`src/srqe_pkg.sv`:
```
// ----------------------------------------------------------------------------
// srqe_pkg: shared types, codes and helpers for the self-relative queue engine
// Holds the sizing constants, the microcode control word, the program ROM and
// the link arithmetic used by the datapath.
// ----------------------------------------------------------------------------
package srqe_pkg;

	// Link store sizing. SLOTS must be a power of two.
	localparam int SLOTS  = 1024;
	localparam int SLOT_W = $clog2(SLOTS);
	localparam int ADDR_W = 13;
	localparam int LINK_W = 14;
	localparam int STEP_W = 4;

	typedef enum logic [1:0] {
		OP_INS_HEAD = 2'd0,
		OP_INS_TAIL = 2'd1,
		OP_REM_HEAD = 2'd2,
		OP_REM_TAIL = 2'd3
	} op_t;

	typedef enum logic [1:0] {
		ST_NORMAL = 2'd0,
		ST_ONE    = 2'd1,
		ST_EMPTY  = 2'd2,
		ST_BAD    = 2'd3
	} status_t;

	typedef enum logic {
		RD_HDR = 1'b0,
		RD_X   = 1'b1
	} rd_sel_t;

	// Link write patterns, P = primary direction, S = secondary direction
	typedef enum logic [1:0] {
		WR_NONE   = 2'd0,
		WR_ENT    = 2'd1,  // P[ent] = x-ent,   S[ent] = hdr-ent
		WR_LINK   = 2'd2,  // P[hdr] = ent-hdr, S[x]   = ent-x
		WR_UNLINK = 2'd3   // P[hdr] = y-hdr,   S[y]   = hdr-y
	} wr_t;

	typedef enum logic [2:0] {
		JC_NONE   = 3'd0,
		JC_ALWAYS = 3'd1,
		JC_BAD    = 3'd2,
		JC_REMOVE = 3'd3,
		JC_EMPTY  = 3'd4
	} jc_t;

	// Program steps
	localparam logic [STEP_W-1:0] S_IDLE = 4'd0;
	localparam logic [STEP_W-1:0] S_RDH  = 4'd1;
	localparam logic [STEP_W-1:0] S_LDX  = 4'd2;
	localparam logic [STEP_W-1:0] S_WENT = 4'd3;
	localparam logic [STEP_W-1:0] S_WLNK = 4'd4;
	localparam logic [STEP_W-1:0] S_RDX  = 4'd5;
	localparam logic [STEP_W-1:0] S_LDY  = 4'd6;
	localparam logic [STEP_W-1:0] S_WUNL = 4'd7;
	localparam logic [STEP_W-1:0] S_DONE = 4'd8;

	typedef struct packed {
		logic              wait_in;
		logic              emit;
		logic              rd_en;
		rd_sel_t           rd_sel;
		logic              ld_x;
		logic              ld_y;
		wr_t               wr;
		jc_t               jc;
		logic [STEP_W-1:0] target;
	} ctrl_t;

	typedef struct packed {
		logic bad;
		logic remove;
		logic empty;
	} flags_t;

	typedef struct packed {
		logic              we;
		logic [SLOT_W-1:0] addr;
		logic [LINK_W-1:0] data;
	} wr_req_t;

	// Microcode ROM
	function automatic ctrl_t ucode(input logic [STEP_W-1:0] pc);
		ctrl_t w;
		w = '0;
		case (pc)
			S_IDLE: begin
				w.wait_in = 1'b1;
			end
			S_RDH: begin
				w.rd_en  = 1'b1;
				w.rd_sel = RD_HDR;
				w.jc     = JC_BAD;
				w.target = S_DONE;
			end
			S_LDX: begin
				w.ld_x   = 1'b1;
				w.jc     = JC_REMOVE;
				w.target = S_RDX;
			end
			S_WENT: begin
				w.wr = WR_ENT;
			end
			S_WLNK: begin
				w.wr     = WR_LINK;
				w.jc     = JC_ALWAYS;
				w.target = S_DONE;
			end
			S_RDX: begin
				w.rd_en  = 1'b1;
				w.rd_sel = RD_X;
				w.jc     = JC_EMPTY;
				w.target = S_DONE;
			end
			S_LDY: begin
				w.ld_y = 1'b1;
			end
			S_WUNL: begin
				w.wr = WR_UNLINK;
			end
			S_DONE: begin
				w.emit   = 1'b1;
				w.jc     = JC_ALWAYS;
				w.target = S_IDLE;
			end
			default: begin
				w.jc     = JC_ALWAYS;
				w.target = S_IDLE;
			end
		endcase
		return w;
	endfunction

	// Byte address to slot index: drops the low three bits, so the address space covers the slots exactly
	function automatic logic [SLOT_W-1:0] slot_of(input logic [ADDR_W-1:0] a);
		logic [SLOT_W+ADDR_W-4:0] ext;
		ext = {{SLOT_W{1'b0}}, a[ADDR_W-1:3]};
		return ext[SLOT_W-1:0];
	endfunction

	function automatic logic [ADDR_W-1:0] follow(input logic [ADDR_W-1:0] base,
		input logic [LINK_W-1:0] disp);
		return base + disp[ADDR_W-1:0];
	endfunction

	function automatic logic [LINK_W-1:0] disp_to(input logic [ADDR_W-1:0] from,
		input logic [ADDR_W-1:0] to);
		return {1'b0, to} - {1'b0, from};
	endfunction

	function automatic logic bad_addr(input logic [ADDR_W-1:0] a);
		return (a == '0) || (a[2:0] != 3'd0);
	endfunction

endpackage

```
`src/srqe_dp.sv`:
```
// ----------------------------------------------------------------------------
// srqe_dp: operand registers and link arithmetic
// Holds the operation, follows links read from the store and forms the link
// writes for each microcode step.
// ----------------------------------------------------------------------------
module srqe_dp (
	input  logic                          clk,
	input  srqe_pkg::ctrl_t               ctrl,
	input  logic                          load,
	input  logic [1:0]                    in_opcode,
	input  logic [srqe_pkg::ADDR_W-1:0]   in_entry,
	input  logic [srqe_pkg::ADDR_W-1:0]   in_header,
	input  logic [srqe_pkg::LINK_W-1:0]   f_rdata,
	input  logic [srqe_pkg::LINK_W-1:0]   b_rdata,
	output logic                          rd_en,
	output logic [srqe_pkg::SLOT_W-1:0]   rd_addr,
	output srqe_pkg::wr_req_t             f_wr,
	output srqe_pkg::wr_req_t             b_wr,
	output srqe_pkg::flags_t              flags,
	output logic [1:0]                    status,
	output logic [srqe_pkg::ADDR_W-1:0]   removed_addr
);

	logic [1:0]                  op_q;
	logic [srqe_pkg::ADDR_W-1:0] ent_q;
	logic [srqe_pkg::ADDR_W-1:0] hdr_q;
	logic [srqe_pkg::ADDR_W-1:0] x_q;
	logic [srqe_pkg::ADDR_W-1:0] y_q;
	logic                        bad_q;
	logic                        empty_q;

	logic                        tail;
	logic                        remove;
	logic [srqe_pkg::LINK_W-1:0] prd;
	srqe_pkg::wr_req_t           p_wr;
	srqe_pkg::wr_req_t           s_wr;
	srqe_pkg::status_t           st;

	// tail operations walk the backward links as their primary direction
	assign tail   = op_q[0];
	assign remove = op_q[1];
	assign prd    = tail ? b_rdata : f_rdata;

	always_ff @(posedge clk) begin
		if (load) begin
			op_q  <= in_opcode;
			ent_q <= in_entry;
			hdr_q <= in_header;
			bad_q <= srqe_pkg::bad_addr(in_header)
				|| (!in_opcode[1] && srqe_pkg::bad_addr(in_entry));
		end
		if (ctrl.ld_x) begin
			x_q     <= srqe_pkg::follow(hdr_q, prd);
			empty_q <= (prd == '0);
		end
		if (ctrl.ld_y) begin
			y_q <= srqe_pkg::follow(x_q, prd);
		end
	end

	assign rd_en   = ctrl.rd_en;
	assign rd_addr = srqe_pkg::slot_of((ctrl.rd_sel == srqe_pkg::RD_HDR) ? hdr_q : x_q);

	always_comb begin
		p_wr = '0;
		s_wr = '0;
		case (ctrl.wr)
			srqe_pkg::WR_ENT: begin
				p_wr = '{1'b1, srqe_pkg::slot_of(ent_q), srqe_pkg::disp_to(ent_q, x_q)};
				s_wr = '{1'b1, srqe_pkg::slot_of(ent_q), srqe_pkg::disp_to(ent_q, hdr_q)};
			end
			srqe_pkg::WR_LINK: begin
				p_wr = '{1'b1, srqe_pkg::slot_of(hdr_q), srqe_pkg::disp_to(hdr_q, ent_q)};
				s_wr = '{1'b1, srqe_pkg::slot_of(x_q), srqe_pkg::disp_to(x_q, ent_q)};
			end
			srqe_pkg::WR_UNLINK: begin
				p_wr = '{1'b1, srqe_pkg::slot_of(hdr_q), srqe_pkg::disp_to(hdr_q, y_q)};
				s_wr = '{1'b1, srqe_pkg::slot_of(y_q), srqe_pkg::disp_to(y_q, hdr_q)};
			end
			default: begin
				p_wr = '0;
				s_wr = '0;
			end
		endcase
	end

	assign f_wr = tail ? s_wr : p_wr;
	assign b_wr = tail ? p_wr : s_wr;

	assign flags = '{bad: bad_q, remove: remove, empty: empty_q};

	always_comb begin
		if (bad_q) begin
			st = srqe_pkg::ST_BAD;
		end else if (remove && empty_q) begin
			st = srqe_pkg::ST_EMPTY;
		end else if (remove) begin
			st = (y_q == hdr_q) ? srqe_pkg::ST_ONE : srqe_pkg::ST_NORMAL;
		end else begin
			st = (x_q == hdr_q) ? srqe_pkg::ST_ONE : srqe_pkg::ST_NORMAL;
		end
	end

	assign status       = st;
	assign removed_addr = (remove && !bad_q && !empty_q) ? x_q : '0;

endmodule

```
`config.mk`:
```
export PLATFORM = sky130hd
export DESIGN_NAME = srqe_dp
export DESIGN_NICKNAME = d
export VERILOG_FILES = /design/src/srqe_pkg.sv /design/src/srqe_dp.sv
export SDC_FILE = /design/constraint.sdc
export NUM_CORES = 1
export LEC_CHECK = 0
export ABC_AREA = 1
export BUFFER_PORTS_ARGS = -buffer_cell sky130_fd_sc_hd__buf_4
export CAP_MARGIN = 20
export CELL_PAD_IN_SITES_DETAIL_PLACEMENT = 1
export CELL_PAD_IN_SITES_GLOBAL_PLACEMENT = 1
export CORE_UTILIZATION = 43
export DETAILED_ROUTE_END_ITERATION = 10
export HOLD_SLACK_MARGIN = 0.02
export PLACE_DENSITY_LB_ADDON = 0.1
export RECOVER_POWER = 100
export SLEW_MARGIN = 20
export SYNTH_ARGS = -nofsm -noshare
export SYNTH_HDL_FRONTEND = slang
export SYNTH_SLANG_ARGS = --single-unit
export TNS_END_PERCENT = 100
```
`constraint.sdc`:
```
create_clock -name clk -period 5.49 [get_ports clk]
set_input_delay 0.549 -clock clk [delete_from_list [all_inputs] [get_ports clk]]
set_output_delay 0.549 -clock clk [all_outputs]
set_load 0.005 [all_outputs]
```
# --- Yosys cells after proc, flatten, opt, wreduce, memory -nomap -nowiden ---
# Cells that the tools add are included.
totals:
  in_bits: 73
  ff_bits: 56
  wordCells: 47
classes:
  reduce_logical: 15
  eq_ne: 5
  n_addsub: 8
  n_mux: 12
ops:
  columns: ["op", "count"]
  rows:
  - ["25-bit case mux with 3 select lines", 2]
  - ["13-bit by 13-bit subtractor with 14-bit output", 6]
  - ["25-bit 2-to-1 mux", 2]
  - ["13-bit adder", 2]
  - ["13-bit == test", 2]
  - ["13-bit logical NOT", 2]
  - ["13-bit 2-to-1 mux", 2]
  - ["14-bit logical NOT", 1]
  - ["14-bit 2-to-1 mux", 1]
  - ["3-bit nonzero test", 2]
  - ["2-bit == test (second input constant)", 2]
  - ["1-bit logical AND", 4]
  - ["2-bit 2-to-1 mux", 2]
  - ["1-bit logical NOT", 3]
  - ["1-bit logical OR", 3]
  - ["1-bit 2-to-1 mux", 3]
  - ["2-bit by 1-bit == test with 1-bit output (second input constant)", 1]

# --- Logic depth before layout (Yosys ltp) ---
depth:
  ltp_word: 5
  ltp_mapped: 17
  mapped_depth_nobuf: 16

# --- Worst setup path after synthesis ---
# Ideal clock, no wire load.
synth_path:
  path_kind: "input port to output port"
  start: "input ctrl[8] (netlist name)"
  end: "output b_wr[8] (netlist name)"
  stages: 16
  required_time_ns: 4.941
  setup_slack_ns: 2.596
  n_path_buf: 1
  t_arrival_ns: 2.345
  path_cell_list: "nand2_1 > clkbuf_1 > nand2_1 > o21ai_0 > ha_1 > inv_1 > fa_1 > inv_1 > o21ai_1 > nand2_1 > nand3_1 > nand2_1 > nand2_1 > o21ai_1 > nand2_1 > nand2_1"
synth_rtl:
  columns: ["item", "line", "source"]
  rows:
  - ["start: declaration", "srqe_dp.sv:8", "input srqe_pkg::ctrl_t ctrl,"]
  - ["end: declaration", "srqe_dp.sv:18", "output srqe_pkg::wr_req_t b_wr,"]

==> impl_metrics.py <==
metrics = {
    "run_status": {
        "status": "complete, but fails checks",
        "violations": "max-capacitance violations, max-slew violations",
    },
    "sta": {
        "max_slew_margin": -0.436,
        "finalHoldViolCount": 0,
        "fin_crit_sh": 0.890,
        "setup_tns_ns": 0,
        "layout_min_cycle_time_ns": 4.89,
        "rsz0062_at_grt": "no",
        "layout_setup_ws_ns": 0.603,
        "fmax_mhz": 205,
        "whs_ns": 0.441,
        "drv_slew": 94,
        "tightest_slew_ns": 2.15,
        "clock_skew_ns": 0.0142,
        "finalSetupViolations": 0,
    },
    "floorplan": {
        "die-area_um2": 20000,
        "die_w_um": 141,
        "dieHeight_um": 141,
        "ios": 152,
        "rows": 50,
        "start_util": 0.443,
        "core_region_area_um2": 18800,
    },
    "clock_tree": {
        "cts_root_buf": "clkbuf_16",
        "clock_path_buffers": 2,
        "ctsHtreeMaxLevel": 2,
        "cts_setup_buffers": 0,
        "cts_sinks": 56,
        "cts_tree": "done",
        "cts_buffers": 5,
        "cts.clk_slew.worst_paths_ns": 0.08,
        "hold_buffers": 0,
        "clk_latency_ns": 0.31,
        "cts.repair.resized": 0,
    },
    "worst_setup_path": {
        "worstPathRequired_ns": 4.94,
        "critPathMaxFanout": 20,
        "r2r_setup_slack_ns": 0.88,
        "rr_worst_depth": 12,
        "crit_type": "in -> out",
        "r2r-end": "y_q[11]",
        "endpoint_kind": "output pin",
        "worst_setup_path_start_kind": "input pin",
        "worstPathArrival_ns": 4.34,
        "r2r-start": "op_q[0]",
    },
    "synth": {
        "synth_edf_count": 56,
        "ys_top_cells_by_area": "nand2_1, edfxtp_1, ha_1, inv_1, nand3_1",
        "syn_nets": 1510,
        "synth_seq_cells": 56,
        "async_flop_share": 0,
        "yosysWarnings": 0,
        "synth_top_area_cell": "nand2_1",
        "yosysTopAreaCellShare": 0.207,
        "synth_cells": 1341,
        "ys_seq_area_frac": 0.202,
        "ys.flop_type": "edfxtp_1",
        "syn_area_per_cell_um2": 6.22,
        "ys_types": 45,
        "netlist_area_um2": 8340,
    },
    "drt": {
        "postRouteAntennaNets": 0,
        "drc": 0,
        "wire_per_inst_um": 21.6,
        "drt-initial-drc-count": 796,
        "wirelength_um": 37100,
        "dr.pass1.iters": 5,
        "via_count": 9865,
        "viasPerCell": 5.74,
    },
    "global_route": {
        "antenna_found_initial": 0,
        "grt_pass1_vias": 9988,
        "grt_overflow": 0,
        "grt_pass1_wl_um": 57100,
        "grt_max_degree": 47,
        "grt_usage": 0.383,
    },
    "finish": {
        "area_growth_pct": 15.3,
        "diodes": 0,
        "multi_input_comb_area_um2": 5740,
        "nNetsFinal": 1627,
        "seq_area_um2": 1680,
        "layout.cells.non_filler": 1719,
        "layout_common_cells": "nand2_1, inv_1, nand3_1, nor2_1, o21ai_0",
        "final_common_cell": "nand2_1",
        "drive_above_1_share": 0.0953,
        "n_fill_cell": 2669,
    },
    "placed_design": {
        "dp_slack_ns": 1.16,
        "dp.final_hpwl_um": 30800,
        "gp_congestion": 0.959,
        "io_buffer_count": 140,
        "place_inst": 1711,
    },
    "worst_hold_path": {
        "min_from": "in_opcode[0]",
        "min_path_type": "in -> reg",
        "worstHoldPathCells": 1,
        "whs_endpoint": "op_q[0]",
    },
    "power": {
        "leakagePower_uw": 0.00495,
        "ir_worst_vdd_uv": 148,
        "total_power_uw": 2930,
        "power.density_nw_per_um2": 304,
    },
    "run": {
        "max_cap_violations": 3,
    },
}
worst max path at each step:
| stage | to | cells after the start | start | slack, ns |
|---|---|---|---|---|
| 2_1_floorplan | b_wr[8] | 16 | ctrl[8] | 2.60 |
| 3_3_place_gp | f_wr[7] | 15 | ctrl[7] | 1.22 |
| 3_5_place_dp | b_wr[7] | 15 | ctrl[7] | 1.16 |
| 4_1_cts | b_wr[7] | 15 | ctrl[7] | 1.15 |
| 5_1_grt | b_wr[12] | 17 | ctrl[7] | 0.42 |
| 6_report | b_wr[3] | 10 | ctrl[8] | 0.60 |
synth_stat cells (2+ instances only):
master / count
a21boi_0: 2
a21o_1: 6
a21oi_1: 57
a221oi_1: 2
a31oi_1: 2
and2_1: 2
buf_1: 3
buf_2: 11
buf_4: 9
buf_6: 3
clkbuf_1: 8
edfxtp_1: 56
fa_1: 7
ha_1: 89
inv_1: 186
inv_2: 4
nand2_1: 460
nand2_2: 2
nand3_1: 110
nand3b_1: 6
nand4_1: 30
nor2_1: 93
nor2_4: 2
nor3_1: 9
nor4_1: 9
o2111ai_1: 2
o211ai_1: 11
o21a_1: 10
o21ai_0: 83
o21ai_1: 10
o21bai_1: 7
o221ai_1: 2
o22ai_1: 5
or3_1: 2
xnor2_1: 17
xor2_1: 15
metrics by stage:
stage,utilization,cell area [um^2]
after CTS,0.515,9690
final,0.510,9610
after global routing,0.510,9610
after global placement,0.507,9550
after detailed placement,0.507,9550
after floorplan,-,8340
sequential cells by signal, indices dropped and copies added (netlist names):
| name | flops |
|---|---|
| empty_q | 1 |
| ent_q | 13 |
| bad_q | 1 |
| hdr_q | 13 |
| x_q | 13 |
| op_q | 2 |
| y_q | 13 |
per-layer routing:
metal | global-route usage | vias to the layer above | wire [um]
li1 | - | 4646 | -
met1 | 0.502 | 4731 | 16000
met2 | 0.636 | 403 | 17000
met3 | 0.0503 | 85 | 2620
met4 | 0.156 | 0 | 1610
met5 | 0 | - | 0
final cells by class:
| class | count | area share |
|---|---|---|
| Clock buffer | 5 | 0.0130 |
| Inverter | 190 | 0.0742 |
| Multi-Input combinational cell | 1061 | 0.597 |
| Tap cell | 260 | 0.0338 |
| Sequential cell | 56 | 0.175 |
| Timing Repair Buffer | 144 | 0.105 |
| Clock inverter | 3 | 0.00182 |
power by group:
part           internal (uW)  switching, uW  leakage, uW  total [uW]
Sequential               576            143     0.000549         718
Combinational            677           1210      0.00433        1880
Clock                    169            157    0.0000716         327
Total                   1420           1510      0.00495        2930
critical path, cell delays in order:
cell and delay (ns):
buf_4 0.13, inv_1 0.28, nor2_1 1.29, inv_1 0.97, a21oi_1 0.31, o21ai_0 0.15
o21ai_0 0.26, nand2_1 0.10, nand2_1 0.14, clkbuf_4 0.13
kinds of logic (layout without fill, tap and decap cells):
family | after synthesis | after routing | synth area share
DFF | 56 | 56 | 0.202
adders and majority gates | 96 | 96 | 0.150
xor gates and xnor gates | 32 | 32 | 0.0336
AOI/OAI and AO/OA | 205 | 205 | 0.140
and+or+nand+nor | 727 | 727 | 0.364
buffers and inverters | 224 | 342 | 0.109
muxes | 1 | 1 | 0.00120
Power figures use the tool's default switching activity.
