## src/srqe_pkg.sv

```systemverilog
// ----------------------------------------------------------------------------
// srqe_pkg: shared types, codes and helpers for the self-relative queue engine
// Holds the sizing constants, the microcode control word, the program ROM and
// the link arithmetic used by the datapath.
// ----------------------------------------------------------------------------
package srqe_pkg;

	// Link store sizing. SLOTS must be a power of two.
	localparam int SLOTS  = 1024;
	localparam int SLOT_W = $clog2(SLOTS);
	localparam int ADDR_W = 13;
	localparam int LINK_W = 14;
	localparam int STEP_W = 4;

	typedef enum logic [1:0] {
		OP_INS_HEAD = 2'd0,
		OP_INS_TAIL = 2'd1,
		OP_REM_HEAD = 2'd2,
		OP_REM_TAIL = 2'd3
	} op_t;

	typedef enum logic [1:0] {
		ST_NORMAL = 2'd0,
		ST_ONE    = 2'd1,
		ST_EMPTY  = 2'd2,
		ST_BAD    = 2'd3
	} status_t;

	typedef enum logic {
		RD_HDR = 1'b0,
		RD_X   = 1'b1
	} rd_sel_t;

	// Link write patterns, P = primary direction, S = secondary direction
	typedef enum logic [1:0] {
		WR_NONE   = 2'd0,
		WR_ENT    = 2'd1,  // P[ent] = x-ent,   S[ent] = hdr-ent
		WR_LINK   = 2'd2,  // P[hdr] = ent-hdr, S[x]   = ent-x
		WR_UNLINK = 2'd3   // P[hdr] = y-hdr,   S[y]   = hdr-y
	} wr_t;

	typedef enum logic [2:0] {
		JC_NONE   = 3'd0,
		JC_ALWAYS = 3'd1,
		JC_BAD    = 3'd2,
		JC_REMOVE = 3'd3,
		JC_EMPTY  = 3'd4
	} jc_t;

	// Program steps
	localparam logic [STEP_W-1:0] S_IDLE = 4'd0;
	localparam logic [STEP_W-1:0] S_RDH  = 4'd1;
	localparam logic [STEP_W-1:0] S_LDX  = 4'd2;
	localparam logic [STEP_W-1:0] S_WENT = 4'd3;
	localparam logic [STEP_W-1:0] S_WLNK = 4'd4;
	localparam logic [STEP_W-1:0] S_RDX  = 4'd5;
	localparam logic [STEP_W-1:0] S_LDY  = 4'd6;
	localparam logic [STEP_W-1:0] S_WUNL = 4'd7;
	localparam logic [STEP_W-1:0] S_DONE = 4'd8;

	typedef struct packed {
		logic              wait_in;
		logic              emit;
		logic              rd_en;
		rd_sel_t           rd_sel;
		logic              ld_x;
		logic              ld_y;
		wr_t               wr;
		jc_t               jc;
		logic [STEP_W-1:0] target;
	} ctrl_t;

	typedef struct packed {
		logic bad;
		logic remove;
		logic empty;
	} flags_t;

	typedef struct packed {
		logic              we;
		logic [SLOT_W-1:0] addr;
		logic [LINK_W-1:0] data;
	} wr_req_t;

	// Microcode ROM
	function automatic ctrl_t ucode(input logic [STEP_W-1:0] pc);
		ctrl_t w;
		w = '0;
		case (pc)
			S_IDLE: begin
				w.wait_in = 1'b1;
			end
			S_RDH: begin
				w.rd_en  = 1'b1;
				w.rd_sel = RD_HDR;
				w.jc     = JC_BAD;
				w.target = S_DONE;
			end
			S_LDX: begin
				w.ld_x   = 1'b1;
				w.jc     = JC_REMOVE;
				w.target = S_RDX;
			end
			S_WENT: begin
				w.wr = WR_ENT;
			end
			S_WLNK: begin
				w.wr     = WR_LINK;
				w.jc     = JC_ALWAYS;
				w.target = S_DONE;
			end
			S_RDX: begin
				w.rd_en  = 1'b1;
				w.rd_sel = RD_X;
				w.jc     = JC_EMPTY;
				w.target = S_DONE;
			end
			S_LDY: begin
				w.ld_y = 1'b1;
			end
			S_WUNL: begin
				w.wr = WR_UNLINK;
			end
			S_DONE: begin
				w.emit   = 1'b1;
				w.jc     = JC_ALWAYS;
				w.target = S_IDLE;
			end
			default: begin
				w.jc     = JC_ALWAYS;
				w.target = S_IDLE;
			end
		endcase
		return w;
	endfunction

	// Byte address to slot index: drops the low three bits, so the address space covers the slots exactly
	function automatic logic [SLOT_W-1:0] slot_of(input logic [ADDR_W-1:0] a);
		logic [SLOT_W+ADDR_W-4:0] ext;
		ext = {{SLOT_W{1'b0}}, a[ADDR_W-1:3]};
		return ext[SLOT_W-1:0];
	endfunction

	function automatic logic [ADDR_W-1:0] follow(input logic [ADDR_W-1:0] base,
		input logic [LINK_W-1:0] disp);
		return base + disp[ADDR_W-1:0];
	endfunction

	function automatic logic [LINK_W-1:0] disp_to(input logic [ADDR_W-1:0] from,
		input logic [ADDR_W-1:0] to);
		return {1'b0, to} - {1'b0, from};
	endfunction

	function automatic logic bad_addr(input logic [ADDR_W-1:0] a);
		return (a == '0) || (a[2:0] != 3'd0);
	endfunction

endpackage

```

## src/srqe_seq.sv

```systemverilog
// ----------------------------------------------------------------------------
// srqe_seq: microcode sequencer
// Step counter over the program ROM, with conditional jumps on datapath flags.
// ----------------------------------------------------------------------------
module srqe_seq (
	input  logic                           clk,
	input  logic                           arst_n,
	input  logic                           start,
	input  logic                           out_free,
	input  srqe_pkg::flags_t               flags,
	output srqe_pkg::ctrl_t                ctrl,
	output logic [srqe_pkg::STEP_W-1:0]    pc
);

	logic [srqe_pkg::STEP_W-1:0] pc_q;
	logic [srqe_pkg::STEP_W-1:0] pc_d;
	logic                        adv;
	logic                        take;

	assign ctrl = srqe_pkg::ucode(pc_q);

	always_comb begin
		case (ctrl.jc)
			srqe_pkg::JC_NONE:   take = 1'b0;
			srqe_pkg::JC_ALWAYS: take = 1'b1;
			srqe_pkg::JC_BAD:    take = flags.bad;
			srqe_pkg::JC_REMOVE: take = flags.remove;
			srqe_pkg::JC_EMPTY:  take = flags.empty;
			default:             take = 1'b0;
		endcase
	end

	// hold on idle until a word arrives, and on emit until the output frees
	assign adv  = ctrl.wait_in ? start : (ctrl.emit ? out_free : 1'b1);
	assign pc_d = take ? ctrl.target : pc_q + 1'b1;

	always_ff @(posedge clk or negedge arst_n) begin
		if (!arst_n) begin
			pc_q <= srqe_pkg::S_IDLE;
		end else if (adv) begin
			pc_q <= pc_d;
		end
	end

	assign pc = pc_q;

endmodule

```

## config.mk

```make
export PLATFORM = sky130hd
export DESIGN_NAME = srqe_seq
export DESIGN_NICKNAME = d
export VERILOG_FILES = /design/src/srqe_pkg.sv /design/src/srqe_seq.sv
export SDC_FILE = /design/constraint.sdc
export NUM_CORES = 1
export LEC_CHECK = 0
export CAP_MARGIN = 20
export CORE_AREA = 2 2 39 41
export CTS_CLUSTER_SIZE = 25
export DETAILED_ROUTE_END_ITERATION = 10
export DIE_AREA = 0 0 41 43
export DONT_BUFFER_PORTS = 1
export PLACE_DENSITY = 0.6
export SLEW_MARGIN = 20
export SYNTH_ARGS = -nofsm -noshare
export SYNTH_HDL_FRONTEND = slang
export SYNTH_SLANG_ARGS = --single-unit
```

## constraint.sdc

```tcl
create_clock -name clk -period 2.68 [get_ports clk]
set_clock_uncertainty 0.05 [all_clocks]
set_input_delay 0.134 -clock clk [delete_from_list [all_inputs] [get_ports clk]]
set_output_delay 0.134 -clock clk [all_outputs]
set_load 0.05 [all_outputs]
```

Yosys cells after proc, flatten, opt, wreduce, memory -nomap -nowiden

Index checks and enable logic that the tools add are counted.

Bits in registers: 4
Bits of input ports: 7
Logic and storage cells: 27

Add/subtract/negate cells: 1
Equality and inequality tests: 12
Mux-type cells: 11
Reductions and logical operators: 2

Operator list:

| operator                                                         | count |
|---|---|
| 7-bit case mux with 5 select lines                               | 1 |
| 4-bit by 3-bit == test with 1-bit output (second input constant) | 4 |
| 4-bit by 2-bit == test with 1-bit output (second input constant) | 2 |
| 3-bit by 2-bit == test with 1-bit output (second input constant) | 2 |
| 1-bit 2-to-1 mux                                                 | 6 |
| 2-bit case mux with 3 select lines                               | 1 |
| 4-bit by 1-bit adder with 4-bit output (second input constant)   | 1 |
| 4-bit by 1-bit == test with 1-bit output (second input constant) | 1 |
| 4-bit == test (second input constant)                            | 1 |
| 4-bit logical NOT                                                | 1 |
| 4-bit 2-to-1 mux                                                 | 1 |
| 1-bit case mux with 4 select lines                               | 1 |
| 2-bit case mux with 2 select lines                               | 1 |
| 4-bit OR reduction                                               | 1 |
| 3-bit by 1-bit == test with 1-bit output (second input constant) | 1 |
| 3-bit == test (second input constant)                            | 1 |

Depth between registers and ports, before layout

Gate-level depths: netlist of the first run.

Word-level depth: 6
Gate-level depth with buffers: 6
Gate-level depth less buffers: 6

Worst setup path before layout of the first run

OpenSTA, ideal clock, no wires.

Path type: register to output
Start: register pc_q, in the netlist pc[1]
End: output ctrl[10] in the netlist's numbering
Arrival time: 2176 ps
Data required time: 2496 ps
Slack: 320 ps
Stages on the path, launching flop included: 5
Cell sequence: dfrtp_1 ha_1 nand2b_1 nor2_1 buf_4

RTL lines:

| what                   | line           | source |
|---|---|---|
| from (decl)            | srqe_seq.sv:15 | `logic [srqe_pkg::STEP_W-1:0] pc_q;` |
| from (signal assigned) | srqe_seq.sv:39 | `pc_q <= srqe_pkg::S_IDLE;` |
| from (signal assigned) | srqe_seq.sv:41 | `pc_q <= pc_d;` |
| to (decl)              | srqe_seq.sv:11 | `output srqe_pkg::ctrl_t ctrl,` |

Final worst setup path of the first run

Start: register pc_q, in the netlist pc[0]
End: register pc_q, in the netlist pc[3]

Word-level cells in the longest chain between the ends: 6
Elaborated cells between the ends (all ways): 22

RTL lines:

| what                                                                   | line           | source |
|---|---|---|
| 4-bit by 3-bit == test with 1-bit output, or another cell as far along | srqe_pkg.sv:89 | `case (pc)` |
| 4-bit OR reduction (no source line)                                    | n/a            |  |
| 7-bit case mux with 5 select lines                                     | srqe_pkg.sv:89 |  |
| 3-bit == test, or another cell as far along                            | srqe_seq.sv:23 | `case (ctrl.jc)` |
| 1-bit case mux with 4 select lines                                     | srqe_seq.sv:23 |  |
| 4-bit 2-to-1 mux                                                       | srqe_seq.sv:35 | `assign pc_d = take ? ctrl.target : pc_q + 1'b1;` |

Several ways; a longest one is shown, not always the timed one.
A chain may end at the register's enable or synchronous reset.

==> results_dict.tcl, run 1 <==
set metrics [dict create \
    outcome "finished clean" \
    antenna_cells 0 \
    dieArea_sq_um 1763 \
    async_flop_share 1.000 \
    final_max_slew_viol_count 0 \
    fillers 150 \
    cts_sinks 4 \
    drc 0 \
    ys_warn_count 0 \
    place_congestion 0.8625 \
    die_x_um 41 \
    synthToLayoutAreaGrowth_pct 24.66 \
    clk_latency_ps 230 \
    drive_gt1_frac 0.2429 \
    critPathArrivalTime_ps 2220 \
    cts_buffers 3 \
    synth_edf_count 0 \
    final_cell_mix "buf_4, inv_1, nor2_1, o21ai_0" \
    fp.dieH_um 43 \
    largest_reg_flops 4 \
    htreeDepth 1 \
    rsz0062_at_grt "false" \
    path_class "register to register" \
    drt_iter0_markers 10 \
    startpoint_type "register" \
    hpwl_um 869.9 \
    synth_cell_types 29 \
    drt_wl_total_mm 1.099 \
    tns_ps 0 \
    cp.required_ps 2750 \
    clockRootBuffer "clkbuf_4" \
    core_region_area_sq_um 1384 \
    synth_area_sq_um 456.7 \
    final_hold_viol_count 0 \
    first_global_vias 402 \
    synth_seq_cells 4 \
    row_count 14 \
    vias 445 \
    cp_max_fo 6 \
    relSlewSlack 0.5793 \
    cts_tree "built" \
    grt_pass1_wl_mm 1.738 \
    antenna_found_initial 0 \
    final_common_cell "buf_4" \
    whs_ps 82.03 \
    grt_max_degree 14 \
    finalCritPeriodShare 0.8027 \
    syn-num-nets 71 \
    synth_ff_type "dfrtp_1" \
    fmax_ghz 0.4649 \
    syn_inst 60 \
    route.antenna.remaining_nets 0 \
    worst_pin_slew_ps 627.2 \
    setup_violations 0 \
    gr-total-overflow 0 \
    layout_min_cycle_time_ps 2151 \
    clk_pin_slew_worst_paths_ps 40 \
    ys_seq_area_frac 0.2192 \
    avgSynthCellArea_sq_um 7.611 \
    start_util 0.3300 \
    clockBufferDepth 2 \
    avgViaCountPerCell 5.174 \
    crit_path_end_kind "register" \
    wire_per_inst_um 12.78 \
    drt_first_pass_iters 3 \
    drv_cap 0 \
    io_buffers 0 \
    grt_util_all_layers 0.1465 \
    min_path_type "input pin to register" \
    io_pins 26 \
    fin_nets 83 \
]
[metal layers]
metal	GRT usage	routed length [um]	up-vias
met5	0	0	-
met4	0.08000	0	0
met3	0.04712	105	0
met2	0.2094	536	17
met1	0.1869	457	204
li1	-	-	224
[through the flow]
step / worst slack (ps) / util / instance area [sq um] / instances
after floorplan: 320.5 / - / 456.7 / 60
after global placement: 543.3 / 0.3879 / 536.8 / 82
after detailed placement: 525.4 / 0.3879 / 536.8 / 82
after CTS: 517.8 / 0.4114 / 569.3 / 86
after global routing: 358.0 / 0.4114 / 569.3 / 86
final: 528.8 / 0.4114 / 569.3 / 86
[cell usage after synthesis (all sizes together), types with 3 or more instances]
master / count / area, sq um
buf: 4 / 26.27
nor2: 6 / 22.52
dfrtp: 4 / 100.1
nor2b: 4 / 25.02
ha: 4 / 50.05
o21ai: 5 / 25.02
a21oi: 3 / 15.01
inv: 5 / 18.77
[what timing repair did]
| item | CTS | global route |
|---|---|---|
| setup endpoints to repair | 0 | 0 |
| hold endpoints to repair | 4 | 0 |
| buffers inserted | 0 | 0 |
| resized for setup | 0 | 0 |
| hold buffers | 1 | 0 |
[layout make-up]
type,count,area (sq um),share of cell area
flip-flops and latches,4,100.1,0.1758
inverters,5,18.77,0.03297
repair buffers,12,92.59,0.1626
clock buffers,3,22.52,0.03956
multi-input cells,46,315.3,0.5538
well taps,16,20.02,0.03516
[worst max-delay path, stage by stage (launching register included)]
cell,delay (ps)
dfrtp_1,430
inv_1,90
ha_1,260
or4_4,530
and4_4,220
or2_0,220
a211oi_1,240
[kinds of logic (layout without fill, tap and decap cells)]
group,Yosys count,count (layout),share of synthesized area
simple gates,24,24,0.3041
other cells,1,1,0.008211
compound gates,14,14,0.1918
flops,4,4,0.2192
mux,1,1,0.02192
buf+inv,10,20,0.1068
fa+ha+maj,4,4,0.1096
xor+xnor,2,2,0.03836
[path summary, 6_finish.rpt]
path / endpoint / cells past startpoint / slack, ps / startpoint
min: pc[0]$_DFFE_PN0P_ / 2 / 80 / flags[1]
min reg2reg: pc[0]$_DFFE_PN0P_ / 1 / 540 / pc[0]$_DFFE_PN0P_
max in group asynchronous: pc[0]$_DFFE_PN0P_ / 1 / 2300 / arst_n
max: pc[3]$_DFFE_PN0P_ / 6 / 530 / pc[0]$_DFFE_PN0P_
min in group asynchronous: pc[2]$_DFFE_PN0P_ / 1 / 120 / arst_n
max reg2reg: pc[3]$_DFFE_PN0P_ / 6 / 530 / pc[0]$_DFFE_PN0P_
Power of run 1 is not shown: default switching activity piles up to over one toggle a cycle in this logic, so the estimate is an artifact.
==> run 2, diff against run 1 <==
- clock period: 2.68 -> 2.02 ns (I/O delays scaled with it)
==> results_dict.tcl, run 2 (synthesis results as in run 1) <==
set metrics [dict create \
    clockBufferDepth 2 \
    io_pins 26 \
    route.antenna.remaining_nets 0 \
    drt_iter0_markers 7 \
    fmax_ghz 0.4977 \
    largest_reg_flops 4 \
    drt-met1-wl_um 483 \
    wl_met2_um 656 \
    cts_sinks 4 \
    crit_path_end_kind "register" \
    synthToLayoutAreaGrowth_pct 44.38 \
    die_x_um 41 \
    finalCritPeriodShare 0.9947 \
    start_util 0.3300 \
    met3_length_um 66 \
    dp_slack_ps -12.24 \
    first_global_vias 459 \
    cp.required_ps 2110 \
    cts_buffers 3 \
    setup_violations 0 \
    hpwl_um 951.5 \
    grt_util_all_layers 0.1606 \
    gr-total-overflow 0 \
    htreeDepth 1 \
    vias 483 \
    startpoint_type "register" \
    postLayoutCoreUtil 0.4765 \
    clockRootBuffer "clkbuf_4" \
    rsz0062_at_grt "true" \
    fin_ws_ps 10.64 \
    drc 0 \
    grt_max_degree 12 \
    cp_cell_sequence "ha_2, or4_4, and4_4, or2_0, a211oi_2" \
    fp.dieH_um 43 \
    clk_pin_slew_worst_paths_ps 40 \
    antenna_found_initial 0 \
    drv_cap 0 \
    final_common_cell "buf_4" \
    layout_min_cycle_time_ps 2009 \
    cts_tree "built" \
    final_cell_mix "buf_4, o21ai_0, inv_1, nor2_1, nor2b_1" \
    dieArea_sq_um 1763 \
    top_layer_used "met3" \
    final_max_slew_viol_count 0 \
    final_hold_viol_count 0 \
    cp_max_fo 6 \
    final_cells 92 \
    critPathArrivalTime_ps 2100 \
    place_inst 87 \
    min_path_type "input pin to register" \
    fin_nets 88 \
    avgViaCountPerCell 5.250 \
    core_region_area_sq_um 1384 \
    place_congestion 0.8161 \
    antenna_cells 0 \
    max_stage_delay_ps 540 \
    clk_latency_ps 230 \
    outcome "finished clean" \
    drt_first_pass_iters 4 \
    drive_gt1_frac 0.4342 \
    wire_per_inst_um 13.11 \
    io_buffers 0 \
    grt_pass1_wl_mm 1.897 \
    drt_wl_total_mm 1.206 \
    slowest_stage "or4_4" \
    path_class "register to register" \
    row_count 14 \
]
-- run 2: changes by cell type in the layout (fill, tap and decap cells not counted), sizes merged --
| cell | delta |
|---|---|
| buf | +5 |
| clkbuf | +1 |
-- run 2: path summary, 6_finish.rpt --
path	to	depth (start not counted)	slack (ps)	start
setup / recovery	pc[3]$_DFFE_PN0P_	5	10	pc[0]$_DFFE_PN0P_
hold / removal	pc[0]$_DFFE_PN0P_	2	50	flags[1]
setup reg to reg	pc[3]$_DFFE_PN0P_	5	10	pc[0]$_DFFE_PN0P_
hold reg to reg	pc[1]$_DFFE_PN0P_	2	510	pc[1]$_DFFE_PN0P_
max in group asynchronous	pc[0]$_DFFE_PN0P_	1	1670	arst_n
min in group asynchronous	pc[1]$_DFFE_PN0P_	1	80	arst_n
-- run 2: through the flow --
stage          hold slack (ps)  cell area, sq um  TNS [ps]
6_report                 50.14             659.4         0
5_1_grt                  74.67             659.4    -64.60
4_1_cts                  46.62             645.6         0
3_5_place_dp            -244.5             604.3    -12.24
3_3_place_gp            -244.5             604.3         0
2_1_floorplan           -244.6             476.7    -29.92
-- run 2: timing repair --
action,in CTS,in global routing
endpoints found under the hold margin,4,0
gates resized for setup,1,2
buffers inserted,0,0
endpoints found under the setup margin,1,2
hold buffers,1,0
-- run 2: layer usage --
metal | global-route usage | vias to the layer above
li1 | - | 240
met1 | 0.1803 | 225
met2 | 0.2594 | 18
met3 | 0.04712 | 0
met4 | 0.08000 | 0
met5 | 0 | -
-- run 2: cell type report --
cell class	instances	area, sq um
Sequential cell	4	102.6
Clock buffer	4	26.28
Fill cell	144	724.4
Tap cell	16	20.02
Inverter	5	18.77
Timing Repair Buffer	17	142.6
Multi-Input combinational cell	46	349.1
-- run 2: worst max-delay path: cells and delay by family, from the launching register on --
family	cells	cell delay [ps]
flip-flops	1	440
adder cells (fa/ha/maj)	1	230
AND/OR/NAND/NOR	3	1000
AO/OA/AOI/OAI	1	200
Power of run 2 is left out for the same reason.
